===== config.mk =====
export PLATFORM = sky130hd
export DESIGN_NAME = dmm_ctrl
export DESIGN_NICKNAME = d
export VERILOG_FILES = /design/src/rtl/dmm_pkg.sv /design/src/rtl/dmm_ctrl.sv
export SDC_FILE = /design/constraint.sdc
export NUM_CORES = 1
export LEC_CHECK = 0
export ABC_AREA = 1
export BUFFER_PORTS_ARGS = -buffer_cell sky130_fd_sc_hd__buf_2
export CAP_MARGIN = 15
export CORE_AREA = 2 2 85 87
export CTS_CLUSTER_DIAMETER = 150
export DETAILED_ROUTE_END_ITERATION = 8
export DIE_AREA = 0 0 87 89
export GPL_TIMING_DRIVEN = 1
export HOLD_SLACK_MARGIN = 0.15
export PLACE_DENSITY_LB_ADDON = 0.2
export SYNTH_ARGS = -nofsm -noshare
export SYNTH_HDL_FRONTEND = slang
export SYNTH_SLANG_ARGS = --single-unit

===== constraint.sdc =====
create_clock -name i_clk -period 5.25 [get_ports i_clk]
set_clock_uncertainty 0.1 [all_clocks]
set_input_delay 0.525 -clock i_clk [delete_from_list [all_inputs] [get_ports i_clk]]
set_output_delay 0.525 -clock i_clk [all_outputs]
set_load 0.01 [all_outputs]

===== src/rtl/dmm_pkg.sv =====
package dmm_pkg;

    // Default values for the top-level parameters.
    localparam int unsigned MAX_DIM_DEFAULT   = 8;
    localparam int unsigned FRAC_BITS_DEFAULT = 30;

    // Fixed field widths.
    localparam int unsigned ELEM_W    = 32;
    localparam int unsigned CFG_W     = 4;
    localparam int unsigned CFG_IDX_W = 2;
    localparam int unsigned POS_W     = 3;

    // Configuration register indexes.
    localparam logic [CFG_IDX_W-1:0] REG_ROW_COUNT = 2'd0;
    localparam logic [CFG_IDX_W-1:0] REG_INNER_LEN = 2'd1;
    localparam logic [CFG_IDX_W-1:0] REG_COL_COUNT = 2'd2;

    // Configuration reset values.
    localparam logic [CFG_W-1:0] ROW_COUNT_RESET = 4'd5;
    localparam logic [CFG_W-1:0] INNER_LEN_RESET = 4'd7;
    localparam logic [CFG_W-1:0] COL_COUNT_RESET = 4'd5;

    typedef enum logic [1:0] {
        ST_LOAD,
        ST_COMPUTE,
        ST_DRAIN
    } t_state;

    // Commands from the controller to the datapath.
    typedef struct packed {
        logic             load_a;
        logic             load_b;
        logic             issue;
        logic             first;
        logic             last_term;
        logic             last_elem;
        logic [POS_W-1:0] row;
        logic [POS_W-1:0] col;
    } t_cmd;

    // Status from the datapath to the controller.
    typedef struct packed {
        logic pipe_busy;
    } t_status;

    // A dimension of zero acts as one, any value above the maximum acts as the maximum.
    function automatic logic [CFG_W-1:0] clamp_dim(input logic [CFG_W-1:0] v,
                                                   input int unsigned max_dim);
        logic [CFG_W-1:0] res;
        res = v;
        if (v == '0) begin
            res = CFG_W'(1);
        end else if (32'(v) > max_dim) begin
            res = CFG_W'(max_dim);
        end
        return res;
    endfunction

endpackage


===== src/rtl/dmm_ctrl.sv =====
module dmm_ctrl #(
    parameter int unsigned MAX_DIM = dmm_pkg::MAX_DIM_DEFAULT
) (
    input  logic                                 i_clk,
    input  logic                                 i_rst_n,
    input  logic                                 i_start,
    output logic                                 o_busy,
    input  logic                                 i_cfg_valid,
    output logic                                 o_cfg_ready,
    input  logic [dmm_pkg::CFG_IDX_W-1:0]        i_cfg_index,
    input  logic [dmm_pkg::CFG_W-1:0]            i_cfg_data,
    output dmm_pkg::t_cmd                        o_cmd,
    input  dmm_pkg::t_status                     i_status,
    output logic [((MAX_DIM*MAX_DIM > 1) ? $clog2(MAX_DIM*MAX_DIM) : 1)-1:0] o_waddr,
    output logic [((MAX_DIM*MAX_DIM > 1) ? $clog2(MAX_DIM*MAX_DIM) : 1)-1:0] o_raddr_a,
    output logic [((MAX_DIM*MAX_DIM > 1) ? $clog2(MAX_DIM*MAX_DIM) : 1)-1:0] o_raddr_b
);
    import dmm_pkg::*;

    localparam int unsigned DEPTH = MAX_DIM * MAX_DIM;
    localparam int unsigned AW    = (DEPTH > 1) ? $clog2(DEPTH) : 1;
    localparam int unsigned PW    = $clog2(DEPTH + 1);
    localparam int unsigned DW    = $clog2(MAX_DIM + 1);

    t_state r_state, n_state;

    logic [CFG_W-1:0] r_row_count, r_inner_len, r_col_count;
    logic [AW-1:0]    r_load_count, n_load_count;
    logic             r_loading_b, n_loading_b;

    logic [DW-1:0]    r_row, n_row, r_col, n_col, r_k, n_k;
    logic [AW-1:0]    r_a_base, n_a_base, r_b_base, n_b_base;

    logic [DW-1:0]    rows, inner, cols;
    logic [PW-1:0]    total_a, total_b, count_inc;
    logic             accept, cfg_write, cfg_known;
    logic             load_done_a, load_done_b;
    logic             last_term, last_col, last_row, last_tuple;

    assign rows  = DW'(clamp_dim(r_row_count, MAX_DIM));
    assign inner = DW'(clamp_dim(r_inner_len, MAX_DIM));
    assign cols  = DW'(clamp_dim(r_col_count, MAX_DIM));

    assign total_a   = PW'(rows) * PW'(inner);
    assign total_b   = PW'(inner) * PW'(cols);
    assign count_inc = PW'(r_load_count) + PW'(1);

    assign accept    = i_start && !o_busy;
    assign cfg_write = i_cfg_valid && o_cfg_ready;
    assign cfg_known = (i_cfg_index == REG_ROW_COUNT) || (i_cfg_index == REG_INNER_LEN)
                    || (i_cfg_index == REG_COL_COUNT);

    assign load_done_a = accept && !r_loading_b && (count_inc >= total_a);
    assign load_done_b = accept &&  r_loading_b && (count_inc >= total_b);

    assign last_term  = (r_k   == inner - DW'(1));
    assign last_col   = (r_col == cols  - DW'(1));
    assign last_row   = (r_row == rows  - DW'(1));
    assign last_tuple = last_term && last_col && last_row;

    // Configuration registers.
    always_ff @(posedge i_clk) begin
        if (!i_rst_n) begin
            r_row_count <= ROW_COUNT_RESET;
            r_inner_len <= INNER_LEN_RESET;
            r_col_count <= COL_COUNT_RESET;
        end else if (cfg_write) begin
            unique case (i_cfg_index)
                REG_ROW_COUNT: r_row_count <= i_cfg_data;
                REG_INNER_LEN: r_inner_len <= i_cfg_data;
                REG_COL_COUNT: r_col_count <= i_cfg_data;
                default: ;
            endcase
        end
    end

    // Load position.
    always_comb begin
        n_load_count = r_load_count;
        n_loading_b  = r_loading_b;
        priority if (cfg_write && cfg_known) begin
            n_load_count = '0;
            n_loading_b  = 1'b0;
        end else if (load_done_a) begin
            n_load_count = '0;
            n_loading_b  = 1'b1;
        end else if (load_done_b) begin
            n_load_count = '0;
            n_loading_b  = 1'b0;
        end else if (accept) begin
            n_load_count = r_load_count + AW'(1);
        end
    end

    // Compute sequencer: walks row, column and inner term, one term a cycle.
    always_comb begin
        n_row    = r_row;
        n_col    = r_col;
        n_k      = r_k;
        n_a_base = r_a_base;
        n_b_base = r_b_base;
        if (r_state != ST_COMPUTE) begin
            n_row    = '0;
            n_col    = '0;
            n_k      = '0;
            n_a_base = '0;
            n_b_base = '0;
        end else if (!last_term) begin
            n_k = r_k + DW'(1);
        end else begin
            n_k = '0;
            if (last_col) begin
                n_col    = '0;
                n_b_base = '0;
                n_row    = r_row + DW'(1);
                n_a_base = r_a_base + AW'(inner);
            end else begin
                n_col    = r_col + DW'(1);
                n_b_base = r_b_base + AW'(inner);
            end
        end
    end

    // Next state.
    always_comb begin
        n_state = r_state;
        unique case (r_state)
            ST_LOAD:    if (load_done_b) n_state = ST_COMPUTE;
            ST_COMPUTE: if (last_tuple) n_state = ST_DRAIN;
            ST_DRAIN:   if (!i_status.pipe_busy) n_state = ST_LOAD;
            default:    n_state = ST_LOAD;
        endcase
    end

    // Outputs.
    always_comb begin
        o_busy              = (r_state != ST_LOAD);
        o_cfg_ready         = (r_state == ST_LOAD);
        o_cmd.load_a        = accept && !r_loading_b;
        o_cmd.load_b        = accept &&  r_loading_b;
        o_cmd.issue         = (r_state == ST_COMPUTE);
        o_cmd.first         = (r_k == '0);
        o_cmd.last_term     = last_term;
        o_cmd.last_elem     = last_row && last_col;
        o_cmd.row           = POS_W'(r_row);
        o_cmd.col           = POS_W'(r_col);
        o_waddr             = r_load_count;
        o_raddr_a           = r_a_base + AW'(r_k);
        o_raddr_b           = r_b_base + AW'(r_k);
    end

    always_ff @(posedge i_clk) begin
        if (!i_rst_n) begin
            r_state      <= ST_LOAD;
            r_load_count <= '0;
            r_loading_b  <= 1'b0;
            r_row        <= '0;
            r_col        <= '0;
            r_k          <= '0;
            r_a_base     <= '0;
            r_b_base     <= '0;
        end else begin
            r_state      <= n_state;
            r_load_count <= n_load_count;
            r_loading_b  <= n_loading_b;
            r_row        <= n_row;
            r_col        <= n_col;
            r_k          <= n_k;
            r_a_base     <= n_a_base;
            r_b_base     <= n_b_base;
        end
    end

endmodule


After elaboration in Yosys (flattened, before gate mapping). Index checks and enable logic that the tools add are counted. W data, S select, Z words.

Register bits: 45. Bits of input ports: 11. Output and inout bits: 32. Logic and storage cells: 87.

Add/subtract/negate cells: 12. Multiply operators: 2. $lt $le $gt $ge: 5. Equality and inequality tests: 11. Muxes and demuxes: 14. Bitwise logic cells: 1. Reductions and logical operators: 31.

Operators with widths (number): $mux W4 (7); $add A6 B4 Y6 (4); $logic_not A4 Y1 (4); $ge A7 B7 Y1 (2); $mul A4 B4 Y7 (2); $add A4 B1 Y4 const B (3); $eq A4 B4 Y1 (3); $gt A4 B4 Y1 const B (3); $sub A4 B1 Y4 const B (3); $logic_and A1 B1 Y1 (10); $reduce_and A2 Y1 (4); $add A6 B1 Y7 const B (1); $add A6 B1 Y6 const B (1); $mux W2 (3); $mux W6 (1); $ne A2 B1 Y1 const B (3); $pmux W2 S3 (1); $eq A2 B1 Y1 const B (2); $eq A2 B2 Y1 const B (2); $logic_not A2 Y1 (2); $reduce_bool A2 Y1 (2); $reduce_or A2 Y1 (2); $reduce_or A4 Y1 (1); $reduce_and A3 Y1 (1); other kinds (6) (9).

Depth between registers and ports, before layout. Gate-level depths: netlist (run 1).

Depth in word-level cells: 9. Gate-level depth with buffers: 19. Depth with buffers taken out: 19.

Worst setup path after synthesis (run 1). OpenSTA, ideal clock, no wires.

Path type: register -> register. From: register r_inner_len[1]. To: register r_load_count[0] (netlist: o_waddr[0]). Setup time: 0.067 ns. Arrival: 3.750 ns. Required time: 5.083 ns. Path slack: 1.332 ns. Cell stages (with the launch flop): 18. Path buffers: 1. Path through: dfxtp_1 > o21bai_1 > nand2_1 > clkbuf_1 > nor2_1 > fa_1 > fa_1 > inv_1 > fa_1 > o21ai_0 > xnor2_1 > ha_1 > a21oi_1 > o21a_1 > o211ai_1 > nand2_1 > nand3b_1 > nor2_1.

Word-level cells in the longest chain between the ends: 7. Elaborated cells on any way between the ends: 11. Those cells by class: mul: 2; order compare: 3; mux: 2; reduce/logical: 4.

Ends and longest elaborated chain: start, declared (line dmm_ctrl.sv:27) `logic [CFG_W-1:0] r_row_count, r_inner_len, r_col_count;`; start signal, assigned (line dmm_ctrl.sv:70) `REG_INNER_LEN: r_inner_len <= i_cfg_data;`; $gt A4 B4 Y1 (line dmm_pkg.sv:53) `end else if (32'(v) > max_dim) begin`; $mux W4 (line dmm_pkg.sv:53); $mux W4 (*) (line dmm_pkg.sv:51) `if (v == '0) begin`; $mul A4 B4 Y7, on equally long branches (line dmm_ctrl.sv:44, dmm_ctrl.sv:45); $ge A7 B7 Y1, on equally long branches (line dmm_ctrl.sv:53, dmm_ctrl.sv:54); $logic_and A1 B1 Y1, on equally long branches (line dmm_ctrl.sv:53, dmm_ctrl.sv:54); $reduce_or A4 Y1 (no source line) (*); end signal, assigned (line dmm_ctrl.sv:164) `r_load_count <= n_load_count;`; end, declared (line dmm_ctrl.sv:28) `logic [AW-1:0] r_load_count, n_load_count;`.

Every way passes the cells marked *; elsewhere a longest branch is shown, timed or not. A chain may end at the register's enable or synchronous reset.

Final worst setup path (run 1).
From: register r_inner_len[3]. To: register r_load_count[3] (netlist: o_waddr[3]).

Same word-level chain as after synthesis.

==> key figures, run 1 <==
Layout
  • Area of the multi-input gates: ~2700 um2
  • Storage element area: 901 um2
  • Area Overhead vs Synth: 8.40%
  • Antenna diodes: 0
  • Cell Count, Final, Fillers Out: 671
  • Fill count: 609
  • Final #Nets: 670
  • Share of layout cells above drive strength 1: 11.2%

Drt
  • Max Used Layer: met4
  • Routed met1 length: roughly 4300 um
  • Wire length on met3: between 500 and 600 um
  • Via density: 5.40
  • DR iter-0 viols: roughly 220
  • Met2 wire length: 4170 um
  • Antenna Nets Post-Route: 0
  • DRT Pass-1 Iters: 5
  • Wire length per cell: 13.5 um
  • Via count: around 3,600
  • Final WL: 9080 um
  • # DRC: 0

Critical path
  • CP Launch Type: flip-flop
  • Critical Path Fanout Max: 12
  • Worst endpoint required time: 5.34 ns
  • Crit path capture type: flip-flop
  • Arr. time, crit path: 4.67 ns
  • Critical setup path kind: reg -> reg
  • Worst r2r path cells: 17

Clock tree
  • H-tree lvl count: 2
  • Gates resized, CTS repair: 0
  • Root buf cell: clkbuf_8
  • Worst-case clock buffer depth: 2
  • Post-CTS Setup Repair Bufs: 0
  • TritonCTS buffer count: 5
  • Hold buffers post-CTS: 0
  • Clk pin slew, worst setup/hold paths: 0.09 ns
  • Skew-Pair Late Insertion Delay: between 0.3 and 0.4 ns
  • CTS tree: yes
  • Clk sinks: 45

Worst hold path
  • Hold Path Class: in -> reg
  • Hold path depth: 3

Pwr
  • Switching Fraction: 36.1%
  • Clock power share: 26.5%
  • P per Cell Area: 231 nW/um2
  • Logic pwr share: 37.1%
  • Leak Pwr: approximately 2.3 nW
  • P_int: between 0.6 and 0.7 mW
  • VDD IR max: 146 uV
  • Share of power burned in registers: 36.5%
  • Psw: 0.359 mW

STA
  • Crit path time final: between 4 and 5 ns
  • Worst-Margin Slew: 0.793 ns
  • Max-Slew Margin vs Limit: a little under half
  • Setup violators final: 0
  • Setup tns final: 0 ns
  • Tcrit/Tclk final: approximately 87%
  • Final slew viol count: 0
  • Max Fclk: 218 MHz
  • RSZ-0062 raised after global routing: no
  • Final hold vios: 0

Die
  • FP Rows: 30
  • I/O pins: 43
  • Die Span X: 87 um
  • DIE HEIGHT: 89 um
  • Floorplan core area: 6720 um2
  • Die ar.: 7740 um2
  • Initial core utilization: 59.2%

Logic synthesis
  • Most frequent cells after synthesis: 116 x nand2_1, 76 x inv_1, 67 x nor2_1, 58 x ha_1, 45 x dfxtp_1
  • Number of synthesized flops with an enable pin: 0
  • Synth Cell Area: 3980 um2
  • Sequential area share after synthesis: 22.7%
  • Most frequent cell after synthesis: nand2_1
  • Yosys warns: 0
  • Top area cells in the synthesized netlist: dfxtp_1 23%, ha_1 18%, nand2_1 11%
  • Post-Syn Nets: 634
  • Share of Yosys cell area claimed by the top area cell type: 22.7%
  • Cell variety after synth: 35
  • Ys async rst share: 0%
  • Area leader, netlist: dfxtp_1
  • #FFs+latches synth: between 40 and 50
  • Mean area per synthesized cell: approximately 7.2 um2
  • Post-synth top flop: dfxtp_1
  • Post-synthesis instance total: ~560

Job
  • MaxCap Viol Count: 0

GRT
  • Gr ovfl total: 0
  • Global-route wire length before repair: around 15,000 um
  • Vias in the first global route: 3,435
  • Antenna violations before repair: 0
  • Maximum number of pins on one net before global-route repair: 14
  • GRT Overall Usage: around 25%

Placement
  • Routability Congestion: about 0.94
  • Hpwl dp: 7400 um
  • # port buffers: 42
  • Cells after DPL: 664

Run status
  • Outcome: complete, no violations
per-layer routing:
metal,vias to the layer above,global-route usage (%)
met5,-,0
met4,0,6.53
met3,15,5.17
met2,79,42.2
met1,1676,32.2
li1,1855,-
logic make-up after synthesis:
| logic type | Yosys count | share of synthesized area [%] |
|---|---|---|
| AOI/OAI and AO/OA | 69 | 9.32 |
| xor gates and xnor gates | 34 | 7.49 |
| adders and majority gates | 68 | 23.3 |
| buffers and inverters | 93 | 9.66 |
| DFF | 45 | 22.7 |
| muxes | 2 | 0.504 |
| and+or+nand+nor | 244 | 27.1 |
through the flow:
step | utilization [%] | setup WS [ns] | total power [mW] | hold WS, ns | area (um2)
2_1_floorplan | - | 1.33 | 0.645 | 0.323 | 3980
3_3_place_gp | 62.6 | 1.03 | 0.712 | 0.357 | 4210
3_5_place_dp | 62.6 | 0.765 | 0.735 | 0.371 | 4210
4_1_cts | 64.1 | 0.682 | 0.997 | 0.366 | 4310
5_1_grt | 64.1 | 0.234 | 1.08 | 0.384 | 4310
6_report | 64.1 | 0.672 | 0.994 | 0.366 | 4310
layout by cell type, fill, tap and decap left out, types with 7 or more instances in the layout:
master and instances:
nand2_1 116, inv_1 76, nor2_1 67, ha_1 58, dfxtp_1 45, buf_2 42
a21oi_1 33, nand3_1 30, o21ai_0 26, xor2_1 19, xnor2_1 15, fa_1 10
nand4_1 7
sequential cells by signal, indices dropped and copies added (netlist names):
name	cells
r_row_count	4
o_waddr	6
r_inner_len	4
r_k	4
r_col_count	4
r_b_base	6
r_row	4
r_loading_b	1
r_state	2
r_col	4
r_a_base	6
worst paths after layout:
check                      start        endpoint  slack, ns
setup / recovery  r_inner_len[3]      o_waddr[3]       0.67
hold / removal     i_cfg_data[0]  r_col_count[0]       0.37
setup reg to reg  r_inner_len[3]      o_waddr[3]       0.67
hold reg to reg      r_a_base[2]     r_a_base[2]       0.38
power groups by stage:
stage / registers [mW] / clock network, mW / logic, mW
2_1_floorplan: 0.369 / 0 / 0.276
3_3_place_gp: 0.369 / 0 / 0.343
3_5_place_dp: 0.370 / 0 / 0.364
4_1_cts: 0.362 / 0.267 / 0.368
5_1_grt: 0.364 / 0.284 / 0.428
6_report: 0.362 / 0.263 / 0.369
layout make-up:
cell class	count	share of cell area (%)
clock buffers	5	1.60
clock inverters	2	0.813
inverters	80	7.06
multi-input cells	417	62.4
flip-flops and latches	45	20.9
well taps	80	2.32
repair buffers	42	4.88
worst max-delay path: stages, from the launching register on:
cell	delay, ns
dfxtp_1	0.54
inv_1	0.29
nand2_1	0.37
nor2_1	0.11
fa_1	0.49
fa_1	0.55
inv_1	0.07
fa_1	0.44
o21ai_0	0.24
xnor2_1	0.14
ha_1	0.35
nand2_1	0.09
nor2_1	0.12
nand2_1	0.07
o211ai_1	0.10
nand2_1	0.11
nand3b_1	0.22
nor2_1	0.07
Power figures use the tool's default switching activity.
==> run 2: changes to the inputs <==
CORE_AREA = 2 2 97 99   (was 2 2 85 87)
DIE_AREA = 0 0 99 101   (was 0 0 87 89)
==> key figures, run 2 (same netlist as run 1, synthesis figures left out) <==
Run status
  • Outcome: complete, no violations

STA
  • Setup tns final: 0 ns (unchanged)
  • Tcrit/Tclk final: 85.5% (-1.7 points)
  • RSZ-0062 raised after global routing: no
  • Setup violators final: 0 (unchanged)
  • Final hold vios: 0 (unchanged)
  • Final slew viol count: 0 (unchanged)
  • Worst-Margin Slew: 0.813 ns (+0.0209 ns)
  • Max Fclk: 223 MHz (+2.0%)
  • Crit path time final: 4.49 ns (-0.0911 ns)
  • Max-Slew Margin vs Limit: 45.6% (-1.4 points)

Clock tree
  • CTS tree: yes
  • Post-CTS Setup Repair Bufs: 0 (unchanged)
  • TritonCTS buffer count: 5 (unchanged)
  • Worst-case clock buffer depth: 2 (unchanged)
  • Clk sinks: 45 (unchanged)
  • Skew-Pair Late Insertion Delay: 0.30 ns (about the same)
  • Gates resized, CTS repair: 0 (unchanged)
  • Hold buffers post-CTS: 0 (unchanged)
  • Root buf cell: clkbuf_8
  • H-tree lvl count: 2 (unchanged)
  • Clk pin slew, worst setup/hold paths: 0.09 ns (about the same)

Worst hold path
  • Hold Crit Endpoint: r_col_count[0]
  • Hold Path Class: in -> reg
  • Hold path depth: 3 (unchanged)
  • Hold path startpoint: i_cfg_data[0]

Critical path
  • Crit path capture type: flip-flop
  • Critical setup path kind: reg -> reg
  • Reg2reg end: o_waddr[4]
  • Worst r2r path cells: 16 (-1)
  • R2r setup slk: 0.76 ns (+0.09 ns)
  • Critical Path Fanout Max: 12 (unchanged)
  • Arr. time, crit path: 4.62 ns (-0.05 ns)
  • CP Launch Type: flip-flop
  • Worst endpoint required time: 5.38 ns (+0.04 ns)
  • Crit Reg-Reg Startpoint: r_inner_len[3]

Pwr
  • P per Cell Area: 218 nW/um2 (-5.6%)
  • Leak Pwr: 2.29 nW (-0.47%)
  • VDD IR max: 168 uV (+15%)
  • Final total power: 0.943 mW (-5.1%)

Drt
  • Final WL: 8940 um (-1.6%)
  • Routed met1 length: 4450 um (+4.7%)
  • Antenna Nets Post-Route: 0 (unchanged)
  • Met2 wire length: 4140 um (-0.86%)
  • Max Used Layer: met4
  • DRT Pass-1 Iters: 4 (-1)
  • Via density: 5.01 (-7.2%)
  • Wire length on met3: 283 um (-46%)
  • Via count: 3,518 (-3.0%)
  • # DRC: 0 (unchanged)
  • Wire length per cell: 12.7 um (-6.0%)
  • DR iter-0 viols: 153 (-31%)

Die
  • DIE HEIGHT: 101 um (+13%)
  • Initial core utilization: 44.3% (-15 points)
  • Die Span X: 99 um (+14%)
  • Die ar.: 10000 um2 (+29%)
  • I/O pins: 43 (unchanged)
  • FP Rows: 35 (+17%)
  • Floorplan core area: 8980 um2 (+34%)

Placement
  • Routability Congestion: 0.904 (-3.5%)
  • # port buffers: 42 (unchanged)
  • Hpwl dp: 7440 um (+0.47%)

Layout
  • Most frequent cells in the layout: 116 x nand2_1, 76 x inv_1, 67 x nor2_1, 58 x ha_1, 45 x dfxtp_1
  • Share of layout cells above drive strength 1: 11.2% (unchanged)
  • Final #Nets: 670 (unchanged)
  • Antenna diodes: 0 (unchanged)
  • Area Overhead vs Synth: 9.03%
  • Core Util, Final: 48.3% (-16 points)
  • Most common cell after layout, fill and taps aside: nand2_1

GRT
  • Gr ovfl total: 0 (unchanged)
  • Antenna violations before repair: 0 (unchanged)
  • GRT Overall Usage: 18.7% (-6.1 points)
  • Vias in the first global route: 3,379 (-1.6%)
  • Maximum number of pins on one net before global-route repair: 14 (unchanged)
  • Global-route wire length before repair: 15,300 um (+0.55%)

Job
  • MaxCap Viol Count: 0 (unchanged)
-- run 2: worst max-delay path by stage --
stage | startpoint | to | slack, ns | cells past startpoint
finish | r_inner_len[3] | o_waddr[4] | 0.76 | 16
global route | r_inner_len[3] | o_waddr[4] | 0.39 | 16
CTS | r_inner_len[3] | o_waddr[4] | 0.75 | 16
detailed placement | r_inner_len[3] | o_waddr[4] | 0.79 | 16
global placement | r_inner_len[3] | o_waddr[5] | 1.02 | 16
floorplan | r_inner_len[1] | o_waddr[0] | 1.33 | 17
-- run 2: cell type report --
type | count | area, um2
clock buffers | 6 | 82.6
clock inverters | 1 | 7.51
fillers | 895 | 4640
inverters | 80 | 304
multi-input cells | 417 | 2690
flip-flops and latches | 45 | 901
well taps | 111 | 139
repair buffers | 42 | 210
-- run 2: critical path, cell delays in order, from the launching register on --
cell and delay [ns]:
dfxtp_1 0.42, inv_1 0.38, nand2_1 0.34, nor2_1 0.22, fa_1 0.46, fa_1 0.54, inv_1 0.06, fa_1 0.44
o21ai_0 0.22, xnor2_1 0.15, ha_1 0.27, a21oi_1 0.17, o21a_1 0.14, o211ai_1 0.08, nand2_1 0.11, nand3b_1 0.18
nor2_1 0.14
-- run 2: metal layers --
metal | up-vias | track usage, %
met5 | - | 0
met4 | 0 | 3.90
met3 | 5 | 2.50
met2 | 57 | 31.8
met1 | 1601 | 25.5
li1 | 1855 | -
-- run 2: metrics by stage --
step	instance area, um2	worst slack, ns	instances	hold slack [ns]
3_5_place_dp	4240	0.788	695	0.376
5_1_grt	4330	0.390	702	0.382
3_3_place_gp	4240	1.02	695	0.366
2_1_floorplan	3980	1.33	555	0.323
6_report	4330	0.763	702	0.377
4_1_cts	4330	0.752	702	0.373
-- run 2: where the power goes --
group	switching [mW]	leakage, nW	internal [mW]
registers	0.0110	0.365	0.351
clock network	0.120	0.0433	0.104
logic	0.214	1.88	0.144
total	0.345	2.29	0.599
==> run 3: changes to the inputs <==
ABC_AREA = not set   (was 1)
TNS_END_PERCENT = 20   (was not set)
==> key figures, run 3 <==
STA
  • Final slew viol count: 0 (unchanged)
  • Max Fclk: 215 MHz (-3.4%)
  • Final setup margin: 0.603 ns (-0.160 ns)
  • Setup tns final: 0 ns (unchanged)
  • Crit path time final: 4.65 ns (+0.160 ns)
  • Final hold vios: 0 (unchanged)
  • Tcrit/Tclk final: 88.5% (+3.0 points)
  • Max-Slew Margin vs Limit: 32.8% (-13 points)
  • Worst-Margin Slew: 1.00 ns (+0.191 ns)
  • RSZ-0062 raised after global routing: no
  • Setup violators final: 0 (unchanged)

Logic synthesis
  • Ys async rst share: 0% (unchanged)
  • Share of Yosys cell area claimed by the top area cell type: 23.0% (+0.32 points)
  • Cell variety after synth: 46 (+31%)
  • Most frequent cell after synthesis: ha_1
  • Post-synth top flop: dfxtp_1
  • Synth Cell Area: 3920 um2 (-1.4%)
  • Yosys warns: 0 (unchanged)
  • Area leader, netlist: dfxtp_1
  • Number of synthesized flops with an enable pin: 0 (unchanged)
  • Top area cells in the synthesized netlist: dfxtp_1 23%, ha_1 19%, xnor2_1 7.4%
  • #FFs+latches synth: 45 (unchanged)
  • Mean area per synthesized cell: 8.45 um2 (+18%)
  • Post-synthesis instance total: 464 (-16%)
  • Sequential area share after synthesis: 23.0% (+0.32 points)
  • Post-Syn Nets: 543 (-14%)
  • Most frequent cells after synthesis: 58 x ha_1, 45 x dfxtp_1, 36 x nor2_1, 34 x nand2_1, 33 x xnor2_1

GRT
  • Antenna violations before repair: 0 (unchanged)
  • Maximum number of pins on one net before global-route repair: 36 (+22)
  • Global-route wire length before repair: 15,300 um (-0.14%)
  • Vias in the first global route: 3,117 (-7.8%)
  • Gr ovfl total: 0 (unchanged)
  • GRT Overall Usage: 18.7% (about the same)

Drt
  • Wire length per cell: 14.9 um (+17%)
  • DRT Pass-1 Iters: 4 (unchanged)
  • Final WL: 9000 um (+0.72%)
  • # DRC: 0 (unchanged)
  • DR iter-0 viols: 87 (-43%)
  • Via density: 5.32 (+6.1%)
  • Via count: 3,217 (-8.6%)
  • Antenna Nets Post-Route: 0 (unchanged)

Critical path
  • Worst endpoint required time: 5.31 ns (-0.07 ns)
  • Arr. time, crit path: 4.71 ns (+0.09 ns)
  • Critical Path Fanout Max: 10 (-2)
  • CP max stage delay: 0.62 ns (+0.08 ns)
  • CP Launch Type: flip-flop
  • Slowest cell on crit path: o32ai_1
  • Critical setup path kind: reg -> reg
  • Crit path capture type: flip-flop
  • CP cell instances: inv_2 > or3_1 > fa_1 > inv_1 > fa_1 > inv_1 > fa_1 > inv_1 > a21o_1 > a21oi_1 > xnor2_1 > ha_1 > nand2_1 > o21ai_0 > a21oi_1 > o32ai_1 > nor3_1

Die
  • Floorplan core area: 8980 um2 (unchanged)
  • Die ar.: 10000 um2 (unchanged)
  • Die Span X: 99 um (unchanged)
  • I/O pins: 43 (unchanged)
  • DIE HEIGHT: 101 um (unchanged)
  • Initial core utilization: 43.7% (-0.61 points)
  • FP Rows: 35 (unchanged)

Placement
  • Routability Congestion: 0.856 (-5.4%)
  • Hpwl dp: 7150 um (-3.9%)
  • # port buffers: 42 (unchanged)
  • Dpl cell area: 4180 um2 (-1.6%)
  • Cells after DPL: 597 (-14%)
  • DP Worst Slack: 0.604 ns (-0.185 ns)

Pwr
  • VDD IR max: 114 uV (-32%)
  • Final total power: 0.860 mW (-8.8%)
  • Leak Pwr: 2.03 nW (-11%)
  • P per Cell Area: 200 nW/um2 (-8.0%)

Clock tree
  • Clk pin slew, worst setup/hold paths: 0.09 ns (about the same)
  • TritonCTS buffer count: 5 (unchanged)
  • Gates resized, CTS repair: 0 (unchanged)
  • CTS tree: yes
  • Skew-Pair Late Insertion Delay: 0.30 ns (about the same)
  • Clk sinks: 45 (unchanged)
  • Post-CTS Setup Repair Bufs: 0 (unchanged)
  • H-tree lvl count: 2 (unchanged)
  • Worst-case clock buffer depth: 2 (unchanged)
  • Hold buffers post-CTS: 0 (unchanged)
  • Root buf cell: clkbuf_8

Layout
  • Final instance area: 4300 um2 (-0.89%)
  • Share of layout cells above drive strength 1: 13.0% (+1.8 points)
  • Final #Nets: 572 (-15%)
  • Antenna diodes: 0 (unchanged)
  • Most frequent cells in the layout: 58 x ha_1, 45 x dfxtp_1, 42 x buf_2, 36 x nor2_1, 34 x nand2_1
  • Most common cell after layout, fill and taps aside: ha_1
  • Area Overhead vs Synth: 9.58%
  • Cell Count, Final, Fillers Out: 605 (-14%)

Worst hold path
  • Hold Path Class: reg -> reg

Run status
  • Outcome: complete, no violations

Job
  • MaxCap Viol Count: 0 (unchanged)
run 3: changes by cell type after synthesis, sizes merged, moves of 9 or more:
cell / previous run / this run
nand2: 121 / 35
inv: 79 / 34
nor2: 71 / 36
xnor2: 15 / 33
nand3: 31 / 15
nor2b: 0 / 13
mux2i: 2 / 13
o21ai: 28 / 17
o31ai: 0 / 10
a21o: 0 / 9
run 3: kinds of logic (layout without fill, tap and decap cells):
family / Yosys count / count (layout) / synth area share [%]
AO/OA/AOI/OAI: 90 / 90 / 14.7
XOR/XNOR: 44 / 44 / 9.83
adder cells (fa/ha/maj): 70 / 70 / 24.1
buffers and inverters: 58 / 88 / 6.42
flip-flops: 45 / 45 / 23.0
multiplexers: 13 / 13 / 3.32
AND/OR/NAND/NOR: 144 / 144 / 18.6
run 3: path summary, 6_finish.rpt:
| check | endpoint | depth (start not counted) | startpoint | slack (ns) |
|---|---|---|---|---|
| max | o_waddr[4] | 17 | r_inner_len[3] | 0.60 |
| min | r_row_count[0] | 2 | r_row_count[0] | 0.38 |
| max reg2reg | o_waddr[4] | 17 | r_inner_len[3] | 0.60 |
| min reg2reg | r_row_count[0] | 2 | r_row_count[0] | 0.38 |
run 3: layout make-up:
class,count,area (um2)
Fill cell,879,4680
Multi-Input combinational cell,361,2770
Sequential cell,45,901
Timing Repair Buffer,46,240
Tap cell,111,139
Inverter,34,128
Clock buffer,6,82.6
Clock inverter,2,37.5
run 3: power by group:
group	switching, mW	internal, mW
logic	0.135	0.0971
clock network	0.122	0.155
registers	0.00558	0.345
run 3: through the flow:
step | utilization (%) | hold slack (ns)
final | 47.8 | 0.381
after floorplan | - | 0.332
after global placement | 46.5 | 0.352
after global routing | 47.8 | 0.394
after detailed placement | 46.5 | 0.359
after CTS | 47.8 | 0.382
run 3: layer usage:
layer / wire length (um) / GRT usage, % / up-vias
li1: - / - / 1659
met1: 4510 / 26.1 / 1526
met2: 4200 / 30.8 / 23
met3: 164 / 2.29 / 9
met4: 118 / 4.64 / 0
met5: 0 / 0 / -
run 3: critical path, delay by kind of cell (launching register included):
family / cells / cell delay [ns]
buf+inv: 4 / 0.33
compound gates: 5 / 1.04
flops: 1 / 0.53
xor+xnor: 1 / 0.14
fa+ha+maj: 4 / 1.79
simple gates: 3 / 0.57
